==> config.mk <==
export PLATFORM = sky130hd
export DESIGN_NAME = pixel_extrema_statistics_unit
export DESIGN_NICKNAME = d
export VERILOG_FILES = /design/src/hdl/pes_pkg.sv /design/src/hdl/pes_front.sv /design/src/hdl/pes_rptq.sv /design/src/hdl/pes_back.sv /design/src/hdl/pixel_extrema_statistics_unit.sv
export SDC_FILE = /design/constraint.sdc
export NUM_CORES = 2
export LEC_CHECK = 0
export ABC_AREA = 1
export BUFFER_PORTS_ARGS = -buffer_cell sky130_fd_sc_hd__buf_2
export CAP_MARGIN = 10
export CORE_UTILIZATION = 55
export DETAILED_ROUTE_END_ITERATION = 8
export PLACE_DENSITY = 0.73
export RECOVER_POWER = 50
export SYNTH_ARGS = -nofsm -noshare
export SYNTH_HDL_FRONTEND = slang
export SYNTH_HIERARCHICAL = 1
export SYNTH_SLANG_ARGS = --single-unit
==> constraint.sdc <==
create_clock -name clk -period 21.2 [get_ports clk]
set_clock_uncertainty 0.2 [all_clocks]
set_input_delay 3.18 -clock clk [delete_from_list [all_inputs] [get_ports clk]]
set_output_delay 3.18 -clock clk [all_outputs]
set_load 0.1 [all_outputs]
==> src/hdl/pes_pkg.sv <==
// types and constants shared by the pixel extrema statistics unit
package pes_pkg;

  typedef struct packed {
    logic [7:0] red;
    logic [7:0] green;
    logic [7:0] blue;
    logic       last_pixel;
  } pix_in_t;

  typedef struct packed {
    logic [2:0]  record_kind;
    logic [11:0] pos_x;
    logic [11:0] pos_y;
    logic [7:0]  pix_red;
    logic [7:0]  pix_green;
    logic [7:0]  pix_blue;
    logic [7:0]  channel_value;
    logic        last_record;
  } rec_out_t;

  typedef struct packed {
    logic [11:0] y;
    logic [11:0] x;
  } place_t;

  typedef struct packed {
    logic [7:0] r;
    logic [7:0] g;
    logic [7:0] b;
  } color_t;

  typedef struct packed {
    logic [9:0]       bright_sum;
    place_t           bright_place;
    color_t           bright_color;
    logic [9:0]       dark_sum;
    place_t           dark_place;
    color_t           dark_color;
    logic [2:0][7:0]  high;
    place_t [2:0]     high_place;
    logic [2:0][7:0]  low;
    place_t [2:0]     low_place;
  } stats_t;

  localparam int CFG_W = 13;
  localparam logic [CFG_W-1:0] WIDTH_RESET = 13'd640;
  localparam logic [9:0] DARK_SUM_RESET = 10'd765;
  localparam logic [7:0] LOW_RESET = 8'd255;
  localparam int RPTQ_DEPTH = 2;

  localparam logic [2:0] KIND_BRIGHT = 3'd0;
  localparam logic [2:0] KIND_DARK   = 3'd1;
  localparam logic [2:0] KIND_MAX_R  = 3'd2;
  localparam logic [2:0] KIND_MAX_G  = 3'd3;
  localparam logic [2:0] KIND_MAX_B  = 3'd4;
  localparam logic [2:0] KIND_MIN_R  = 3'd5;
  localparam logic [2:0] KIND_MIN_G  = 3'd6;
  localparam logic [2:0] KIND_MIN_B  = 3'd7;

  function automatic stats_t stats_clear();
    stats_t s;
    s = '0;
    s.dark_sum = DARK_SUM_RESET;
    for (int c = 0; c < 3; c++) begin
      s.low[c] = LOW_RESET;
    end
    return s;
  endfunction

endpackage

==> src/hdl/pes_front.sv <==
// front end: position counters and extrema trackers, pushes a snapshot per image
module pes_front #(
  parameter int MAX_WIDTH  = 4096,
  parameter int MAX_HEIGHT = 4096
) (
  input  logic                   clk,
  input  logic                   rst_n,
  input  logic                   cfg_we,
  input  logic [pes_pkg::CFG_W-1:0] cfg_wdata,
  input  logic                   in_push,
  input  pes_pkg::pix_in_t       in_pixel,
  output logic                   in_full,
  output logic                   q_push,
  output pes_pkg::stats_t        q_data,
  input  logic                   q_full
);
  import pes_pkg::*;

  localparam int CNTW = (MAX_WIDTH > 1) ? $clog2(MAX_WIDTH) : 1;
  localparam int RW   = (MAX_HEIGHT > 1) ? $clog2(MAX_HEIGHT) : 1;
  localparam int CMPW = (CFG_W > CNTW + 1) ? CFG_W : CNTW + 1;

  logic [CFG_W-1:0] width_r;
  logic [CNTW-1:0]  col_r, col_nxt;
  logic [RW-1:0]    row_r, row_nxt;
  logic             seen_r, seen_nxt;
  stats_t           stats_r, stats_nxt, upd;

  logic             accept;
  logic [2:0][7:0]  ch;
  logic [9:0]       sum;
  place_t           place;
  color_t           color;
  logic [CMPW-1:0]  w_eff;
  logic [CMPW-1:0]  col_plus;

  assign in_full = q_full;
  assign accept  = in_push && !q_full;

  assign ch[0] = in_pixel.red;
  assign ch[1] = in_pixel.green;
  assign ch[2] = in_pixel.blue;
  assign sum   = 10'(in_pixel.red) + 10'(in_pixel.green) + 10'(in_pixel.blue);
  assign color = '{r: in_pixel.red, g: in_pixel.green, b: in_pixel.blue};
  assign place = '{y: 12'(row_r), x: 12'(col_r)};

  always_comb begin
    upd = stats_r;
    if (!seen_r || sum > stats_r.bright_sum) begin
      upd.bright_sum   = sum;
      upd.bright_place = place;
      upd.bright_color = color;
    end
    if (!seen_r || sum < stats_r.dark_sum) begin
      upd.dark_sum   = sum;
      upd.dark_place = place;
      upd.dark_color = color;
    end
    for (int c = 0; c < 3; c++) begin
      if (!seen_r || ch[c] > stats_r.high[c]) begin
        upd.high[c]       = ch[c];
        upd.high_place[c] = place;
      end
      if (!seen_r || ch[c] < stats_r.low[c]) begin
        upd.low[c]       = ch[c];
        upd.low_place[c] = place;
      end
    end
  end

  always_comb begin
    w_eff = CMPW'(width_r);
    if (width_r == '0) begin
      w_eff = CMPW'(1);
    end
    if (w_eff > CMPW'(MAX_WIDTH)) begin
      w_eff = CMPW'(MAX_WIDTH);
    end
    col_plus = CMPW'(col_r) + CMPW'(1);
  end

  always_comb begin
    col_nxt   = col_r;
    row_nxt   = row_r;
    seen_nxt  = seen_r;
    stats_nxt = stats_r;
    if (accept) begin
      if (in_pixel.last_pixel) begin
        col_nxt   = '0;
        row_nxt   = '0;
        seen_nxt  = 1'b0;
        stats_nxt = stats_clear();
      end else begin
        seen_nxt  = 1'b1;
        stats_nxt = upd;
        if (col_plus >= w_eff) begin
          col_nxt = '0;
          if (row_r != RW'(MAX_HEIGHT - 1)) begin
            row_nxt = row_r + RW'(1);
          end
        end else begin
          col_nxt = col_r + CNTW'(1);
        end
      end
    end
  end

  assign q_push = accept && in_pixel.last_pixel;
  assign q_data = upd;

  always_ff @(posedge clk) begin
    if (!rst_n) begin
      width_r <= WIDTH_RESET;
      col_r   <= '0;
      row_r   <= '0;
      seen_r  <= 1'b0;
      stats_r <= stats_clear();
    end else begin
      if (cfg_we) begin
        width_r <= cfg_wdata;
      end
      col_r   <= col_nxt;
      row_r   <= row_nxt;
      seen_r  <= seen_nxt;
      stats_r <= stats_nxt;
    end
  end

endmodule

==> src/hdl/pes_rptq.sv <==
// short queue of finished image snapshots between front and back
module pes_rptq (
  input  logic            clk,
  input  logic            rst_n,
  input  logic            q_push,
  input  pes_pkg::stats_t q_wdata,
  output logic            q_full,
  input  logic            q_pop,
  output pes_pkg::stats_t q_rdata,
  output logic            q_empty
);
  import pes_pkg::*;

  localparam int PW = (RPTQ_DEPTH > 1) ? $clog2(RPTQ_DEPTH) : 1;
  localparam int CW = $clog2(RPTQ_DEPTH + 1);

  stats_t          mem_r [RPTQ_DEPTH];
  logic [PW-1:0]   wr_ptr_r, rd_ptr_r;
  logic [CW-1:0]   cnt_r, cnt_nxt;

  assign q_full  = (cnt_r == CW'(RPTQ_DEPTH));
  assign q_empty = (cnt_r == '0);
  assign q_rdata = mem_r[rd_ptr_r];

  always_comb begin
    cnt_nxt = cnt_r;
    if (q_push && !q_pop) begin
      cnt_nxt = cnt_r + CW'(1);
    end else if (!q_push && q_pop) begin
      cnt_nxt = cnt_r - CW'(1);
    end
  end

  always_ff @(posedge clk) begin
    if (q_push) begin
      mem_r[wr_ptr_r] <= q_wdata;
    end
  end

  always_ff @(posedge clk) begin
    if (!rst_n) begin
      wr_ptr_r <= '0;
      rd_ptr_r <= '0;
      cnt_r    <= '0;
    end else begin
      cnt_r <= cnt_nxt;
      if (q_push) begin
        wr_ptr_r <= (wr_ptr_r == PW'(RPTQ_DEPTH - 1)) ? '0 : wr_ptr_r + PW'(1);
      end
      if (q_pop) begin
        rd_ptr_r <= (rd_ptr_r == PW'(RPTQ_DEPTH - 1)) ? '0 : rd_ptr_r + PW'(1);
      end
    end
  end

  a_no_overflow: assert property (@(posedge clk) disable iff (!rst_n)
    q_full |-> !q_push || q_pop)
    else $error("snapshot queue overflow");
  a_no_underflow: assert property (@(posedge clk) disable iff (!rst_n)
    q_pop |-> !q_empty)
    else $error("snapshot queue underflow");
  a_cnt_bound: assert property (@(posedge clk) disable iff (!rst_n)
    cnt_r <= CW'(RPTQ_DEPTH))
    else $error("snapshot queue count out of range");

endmodule

==> src/hdl/pes_back.sv <==
// back end: serializes a snapshot into eight records behind an output register
module pes_back (
  input  logic               clk,
  input  logic               rst_n,
  input  pes_pkg::stats_t    q_rdata,
  input  logic               q_empty,
  output logic               q_pop,
  output logic               out_empty,
  input  logic               out_pop,
  output pes_pkg::rec_out_t  out_rec
);
  import pes_pkg::*;

  logic      ov_r;
  rec_out_t  rec_r;
  logic [2:0] idx_r;
  logic      load;

  function automatic rec_out_t make_rec(stats_t s, logic [2:0] k);
    rec_out_t r;
    r = '0;
    r.record_kind = k;
    case (k)
      KIND_BRIGHT: begin
        r.pos_x = s.bright_place.x;
        r.pos_y = s.bright_place.y;
        r.pix_red   = s.bright_color.r;
        r.pix_green = s.bright_color.g;
        r.pix_blue  = s.bright_color.b;
      end
      KIND_DARK: begin
        r.pos_x = s.dark_place.x;
        r.pos_y = s.dark_place.y;
        r.pix_red   = s.dark_color.r;
        r.pix_green = s.dark_color.g;
        r.pix_blue  = s.dark_color.b;
      end
      KIND_MAX_R: begin
        r.pos_x = s.high_place[0].x;
        r.pos_y = s.high_place[0].y;
        r.channel_value = s.high[0];
      end
      KIND_MAX_G: begin
        r.pos_x = s.high_place[1].x;
        r.pos_y = s.high_place[1].y;
        r.channel_value = s.high[1];
      end
      KIND_MAX_B: begin
        r.pos_x = s.high_place[2].x;
        r.pos_y = s.high_place[2].y;
        r.channel_value = s.high[2];
      end
      KIND_MIN_R: begin
        r.pos_x = s.low_place[0].x;
        r.pos_y = s.low_place[0].y;
        r.channel_value = s.low[0];
      end
      KIND_MIN_G: begin
        r.pos_x = s.low_place[1].x;
        r.pos_y = s.low_place[1].y;
        r.channel_value = s.low[1];
      end
      KIND_MIN_B: begin
        r.pos_x = s.low_place[2].x;
        r.pos_y = s.low_place[2].y;
        r.channel_value = s.low[2];
        r.last_record = 1'b1;
      end
      default: begin
        r = '0;
      end
    endcase
    return r;
  endfunction

  assign load      = !q_empty && (!ov_r || out_pop);
  assign q_pop     = load && (idx_r == KIND_MIN_B);
  assign out_empty = !ov_r;
  assign out_rec   = rec_r;

  always_ff @(posedge clk) begin
    if (load) begin
      rec_r <= make_rec(q_rdata, idx_r);
    end
  end

  always_ff @(posedge clk) begin
    if (!rst_n) begin
      ov_r  <= 1'b0;
      idx_r <= KIND_BRIGHT;
    end else begin
      if (load) begin
        ov_r  <= 1'b1;
        idx_r <= idx_r + 3'd1;
      end else if (out_pop) begin
        ov_r <= 1'b0;
      end
    end
  end

  a_last_kind: assert property (@(posedge clk) disable iff (!rst_n)
    ov_r |-> (rec_r.last_record == (rec_r.record_kind == KIND_MIN_B)))
    else $error("last_record flag does not match record kind");
  a_pop_at_end: assert property (@(posedge clk) disable iff (!rst_n)
    q_pop |=> rec_r.record_kind == KIND_MIN_B && idx_r == KIND_BRIGHT)
    else $error("snapshot released before its eighth record");
  a_kind_seq: assert property (@(posedge clk) disable iff (!rst_n)
    load |=> rec_r.record_kind == $past(idx_r))
    else $error("record kind out of sequence");

endmodule

==> src/hdl/pixel_extrema_statistics_unit.sv <==
// top level of the pixel extrema statistics unit
//
//  channel  ports                          handshake
//  -------  -----------------------------  -------------------------------
//  input    in_push in_full in_pixel       taken when in_push && !in_full
//  result   out_empty out_pop out_rec      taken when out_pop && !out_empty
//  config   cfg_we cfg_wdata               written when cfg_we
//
//  one pixel per cycle while in_full is low; the trackers update in the cycle
//  the pixel is taken; the last pixel pushes a snapshot into a two-entry
//  queue; the back end drains eight records, one per cycle while out_pop is
//  high, through an output register; in_full rises only while both snapshots
//  wait: images shorter than eight pixels in a row, or a result side that stalls
//  rst_n is synchronous; it clears counters, trackers, queue and output
module pixel_extrema_statistics_unit #(
  parameter int MAX_WIDTH  = 4096,
  parameter int MAX_HEIGHT = 4096
) (
  input  logic                      clk,
  input  logic                      rst_n,
  input  logic                      cfg_we,
  input  logic [pes_pkg::CFG_W-1:0] cfg_wdata,
  input  logic                      in_push,
  input  pes_pkg::pix_in_t          in_pixel,
  output logic                      in_full,
  output logic                      out_empty,
  input  logic                      out_pop,
  output pes_pkg::rec_out_t         out_rec
);
  import pes_pkg::*;

  logic   q_push, q_full, q_pop, q_empty;
  stats_t q_wdata, q_rdata;

  pes_front #(
    .MAX_WIDTH  (MAX_WIDTH),
    .MAX_HEIGHT (MAX_HEIGHT)
  ) u_front (
    .clk       (clk),
    .rst_n     (rst_n),
    .cfg_we    (cfg_we),
    .cfg_wdata (cfg_wdata),
    .in_push   (in_push),
    .in_pixel  (in_pixel),
    .in_full   (in_full),
    .q_push    (q_push),
    .q_data    (q_wdata),
    .q_full    (q_full)
  );

  pes_rptq u_rptq (
    .clk     (clk),
    .rst_n   (rst_n),
    .q_push  (q_push),
    .q_wdata (q_wdata),
    .q_full  (q_full),
    .q_pop   (q_pop),
    .q_rdata (q_rdata),
    .q_empty (q_empty)
  );

  pes_back u_back (
    .clk       (clk),
    .rst_n     (rst_n),
    .q_rdata   (q_rdata),
    .q_empty   (q_empty),
    .q_pop     (q_pop),
    .out_empty (out_empty),
    .out_pop   (out_pop),
    .out_rec   (out_rec)
  );

endmodule

# Yosys cells after proc, flatten, opt, wreduce, memory -nomap -nowiden
# Memories as Yosys holds them, arrays and structs flattened. A register that Yosys moved wholly into a read port is not among the register bits.
# Index checks and enable logic that the tools add are counted.
[word_totals]
elab_cells = 143
n_memories = 1
ram_bits = 616
in_bits = 43
output_inout_bits = 62
ff_bits = 414
[memory_table]
columns = ["memory", "words", "width", "rd", "rd_ports_with_merged_regs", "wr", "line_no", "rtl"]
rows = [
  ["u_rptq.mem_r", 2, 308, 1, 1, 1, "pes_rptq.sv:17", "stats_t mem_r [RPTQ_DEPTH];"],
]
[classes]
n_reduce_logical = 29
eq_ne = 9
n_mux = 37
addsub = 10
order_cmp = 10
[op_table]
columns = ["operator", "count"]
rows = [
  ["308-bit two-way mux", 1],
  ["24-bit one-hot mux with 8 select lines", 1],
  ["24-bit two-way mux", 6],
  ["58-bit two-way mux", 2],
  ["12-bit two-way mux", 5],
  ["8-bit two-way mux", 6],
  ["24-bit one-hot mux with 2 select lines", 1],
  ["8-bit one-hot mux with 6 select lines", 1],
  ["13-bit two-way mux", 2],
  ["12-bit by 1-bit adder with 12-bit output, second input constant", 2],
  ["8-bit > comparator", 3],
  ["8-bit less-than comparator", 3],
  ["12-bit by 1-bit adder with 13-bit output, second input constant", 1],
  ["13-bit greater-or-equal comparator", 1],
  ["13-bit > comparator, second input constant", 1],
  ["13-bit logical NOT", 1],
  ["3-bit equality test, second input constant", 4],
  ["12-bit != test, second input constant", 1],
  ["10-bit by 8-bit adder with 10-bit output", 1],
  ["10-bit > comparator", 1],
  ["10-bit less-than comparator", 1],
  ["1-bit two-way mux", 10],
  ["8-bit by 8-bit adder with 9-bit output", 1],
  ["1-bit logical OR", 9],
  ["14 further kinds", 30],
]

# Longest topological paths before layout
[depth]
word_depth = 8
mapped_depth = 23
depth_no_buf = 22

# By module
# Netlist, hierarchy kept.
[by_module_without_submodules]
columns = ["module", "seq_area_each_um2", "area_per_inst_um2", "cells_per_inst", "n_inst"]
rows = [
  ["pes_rptq", 18597.8, 23259.8, 993, 1],
  ["pes_front", 6926.6, 21239.1, 3118, 1],
  ["pes_back", 1881.8, 4664.5, 671, 1],
]

# Least setup slack after synthesis
# Ideal clock, no wire load.
[synth_timing]
path_kind = "input port to flip-flop"
start = "input port in_pixel[0] (netlist bit)"
end = "memory u_rptq/mem_r[0][0] (netlist bit) (enable)"
t_arrival_ps = 16630
t_required_ps = 20018
path_slack_ps = 3387
n_path_buf = 1
path_stages = 5
setup_ps = 982
cell_sequence = "buf_2 clkinv_1 nor2_1 inv_1 nor2_1"
[synth_via]
elab_chain_cells = 3
[synth_lines]
columns = ["element", "line_no", "rtl"]
rows = [
  ["from (decl)", "pixel_extrema_statistics_unit.sv:24", "input pes_pkg::pix_in_t in_pixel,"],
  ["1-bit logical AND", "pes_front.sv:108", "assign q_push = accept && in_pixel.last_pixel;"],
  ["named net q_push", "pixel_extrema_statistics_unit.sv:32", "logic q_push, q_full, q_pop, q_empty;"],
  ["1-bit two-way mux", "pes_rptq.sv:35", "if (q_push) begin"],
  ["1-bit two-way mux (implied by the code)", "pes_rptq.sv:36", "mem_r[wr_ptr_r] <= q_wdata;"],
  ["to (decl)", "pes_rptq.sv:17", ""],
]
# The timed path passes the listed nets, and every way through them passes these cells.

# Worst setup path after layout
[layout_timing]
start = "input port in_pixel[0] (netlist bit)"
end = "memory u_rptq/mem_r[1][267] (netlist bit) (enable)"
# Same word-level chain as after synthesis.

==> metrics.csv <==
metric;value;unit
Die X;296;microns
gr usage total;29.3;%
setup violators final;0;
Psw;1410;uW
max incr delay on CP;4.93;ns
Initial DRC Count;3866;
hold buffer count at CTS;0;
number of global-route vias before repair;33581;
GP Congestion;0.827;
Final nets;4803;
area of the multi-input gates;18900;sq um
hpwl dp;71200;microns
CTS H-tree depth;3;
Gate power share;16.4;%
critical path's top delay family;buffers and inverters;
max_cap viols;14;
Final Max Slew Viols;818;
leakage power total;0.0199;uW
setup ws final;9.71;ns
Mapped Cells;4702;
Internal;3500;uW
FF+latch area;26200;sq um
clock sink count;991;
Crit. End Element;flop;
Post-Route Setup TNS;0;ns
CP Data Required Time;21.06;ns
Clock transition at path regs;0.06;ns
First-pass DRT Iterations;6;
critical path launch point type;primary input;
clock share of power;38.4;%
GRT overflow;0;
worst-path fanout max;160;
antenna violations before repair;4;
Switching Fraction;28.7;%
failing checks;max-capacitance violations, max-slew violations;
fillcell total;6958;
Hold Vio Cnt, Final;0;
synthesized cell area;47600;sq um
FP Rows;107;
# resized after CTS;0;
Slew Limit Headroom;-352;%
Tightest Pin Transition;6.74;ns
syn_nets;4847;
RSZ-0062 raised after global routing;no;
fin crit period;11.49;ns
clk buf depth;3;
FMAX;87.1;MHz
Root Buffer;clkbuf_16;
CP cell instances;clkbuf_1, clkinv_1, nor2_1, nand2_1, clkinvlp_2, buf_12;
worst hold path class;flop to flop;
post-place setup slack;13.48;ns
IO Pins;105;
Core Area;85400;sq um
CP Buf/Inv Count;4;
antenna viol nets, final;0;
diodes inserted;0;
Tcrit/Tclk final;54.2;%
vias per cell;5.95;
Num CTS Buffers;105;
drt total wl;129000;microns
sequential share of power;45.2;%
first-pass GRT wire length;195000;microns
Clk Latency, worst-skew pair;0.68;ns
Synth Area per Inst;10.1;sq um
Pwr Density;94.9;nW/um^2
die area;87700;sq um
DIE HEIGHT;296;microns
largest net degree at the start of global routing;167;
YS warnings;6;
kind of critical path;primary input to flop;
CTS tree;built;
slowest cell on the critical path;clkinvlp_2;
status;finished with violations;
routed len/inst;21.9;microns
# DRC;0;
P&R area growth vs syn;8.89;%
VDD IR max;0.0000708;V
Worst Hold Slack;0.260;ns
arrival time at the worst endpoint;11.35;ns
I/O Buffers;104;
fraction of layout cells with a size suffix above 1;11.7;%
Setup Buffers After CTS;0;
Initial Util;55.7;%
DR vias;35071;
==> area by class of cell <==
class	instances	share of cell area (%)
clock buffer	156	5.84
timing repair buffer	154	1.60
clock inverter	43	1.06
sequential	991	50.6
inverter	224	1.63
tap	1144	2.76
multi-input combinational	3182	36.5
==> metal layers <==
layer / global-route usage [%] / up-vias / wire length [microns]
met5: 0 / - / 18
met4: 10.2 / 2 / 3900
met3: 4.31 / 266 / 12600
met2: 48.6 / 1784 / 60200
met1: 39.1 / 16932 / 52100
li1: - / 16087 / -
==> state kept, by name, indices dropped and copies added, names as in the netlist, 2 cells and up, named ones only <==
register,flops
u_rptq/cnt_r,2
u_front/row_r,12
u_back/out_rec,60
u_back/idx_r,3
u_rptq/mem_r,576
u_front/stats_r,308
u_front/width_r,13
u_front/col_r,12
==> worst paths after layout <==
kind / to / from / slack, ns / cells past startpoint
max: u_rptq/mem_r[1][267] / in_pixel[0] / 9.71 / 6
min: u_front/stats_r[297] / u_front/stats_r[297] / 0.26 / 2
max reg2reg: u_rptq/mem_r[1][267] / u_rptq/cnt_r[1] / 12.12 / 8
min reg2reg: u_front/stats_r[297] / u_front/stats_r[297] / 0.26 / 2
==> worst min-delay path, stage by stage (launching register included) <==
cell and delay [ns]:
dfxtp_1 0.30, nand2_1 0.06, a21oi_1 0.05
==> power groups by stage <==
| stage | sequential, uW | clock (uW) | combinational, uW |
|---|---|---|---|
| 2_1_floorplan | 2380 | 0 | 456 |
| 3_3_place_gp | 2250 | 0 | 782 |
| 3_5_place_dp | 2260 | 0 | 797 |
| 4_1_cts | 2220 | 1910 | 802 |
| 5_1_grt | 2230 | 1990 | 864 |
| 6_report | 2220 | 1890 | 807 |
==> through the flow <==
step	utilization [%]	cells	instance area, sq um	power, uW
after global routing	60.7	5894	51800	5080
after floorplan	-	4702	47600	2840
after global placement	56.7	5695	48400	3030
final	60.7	5894	51800	4920
after detailed placement	56.7	5695	48400	3050
after CTS	60.9	5894	52000	4930
==> layout by cell type (no fill, tap or decap), drive strengths merged, types with 75 or more instances in the layout <==
master	count
nand3b	246
buf	75
edfxtp	636
nor2	164
ha	93
a21oi	336
and2	264
clkbuf	235
dfxtp	355
nand2	1059
mux2	288
inv	206
nand3	572
(Power assumes the default switching activity.)
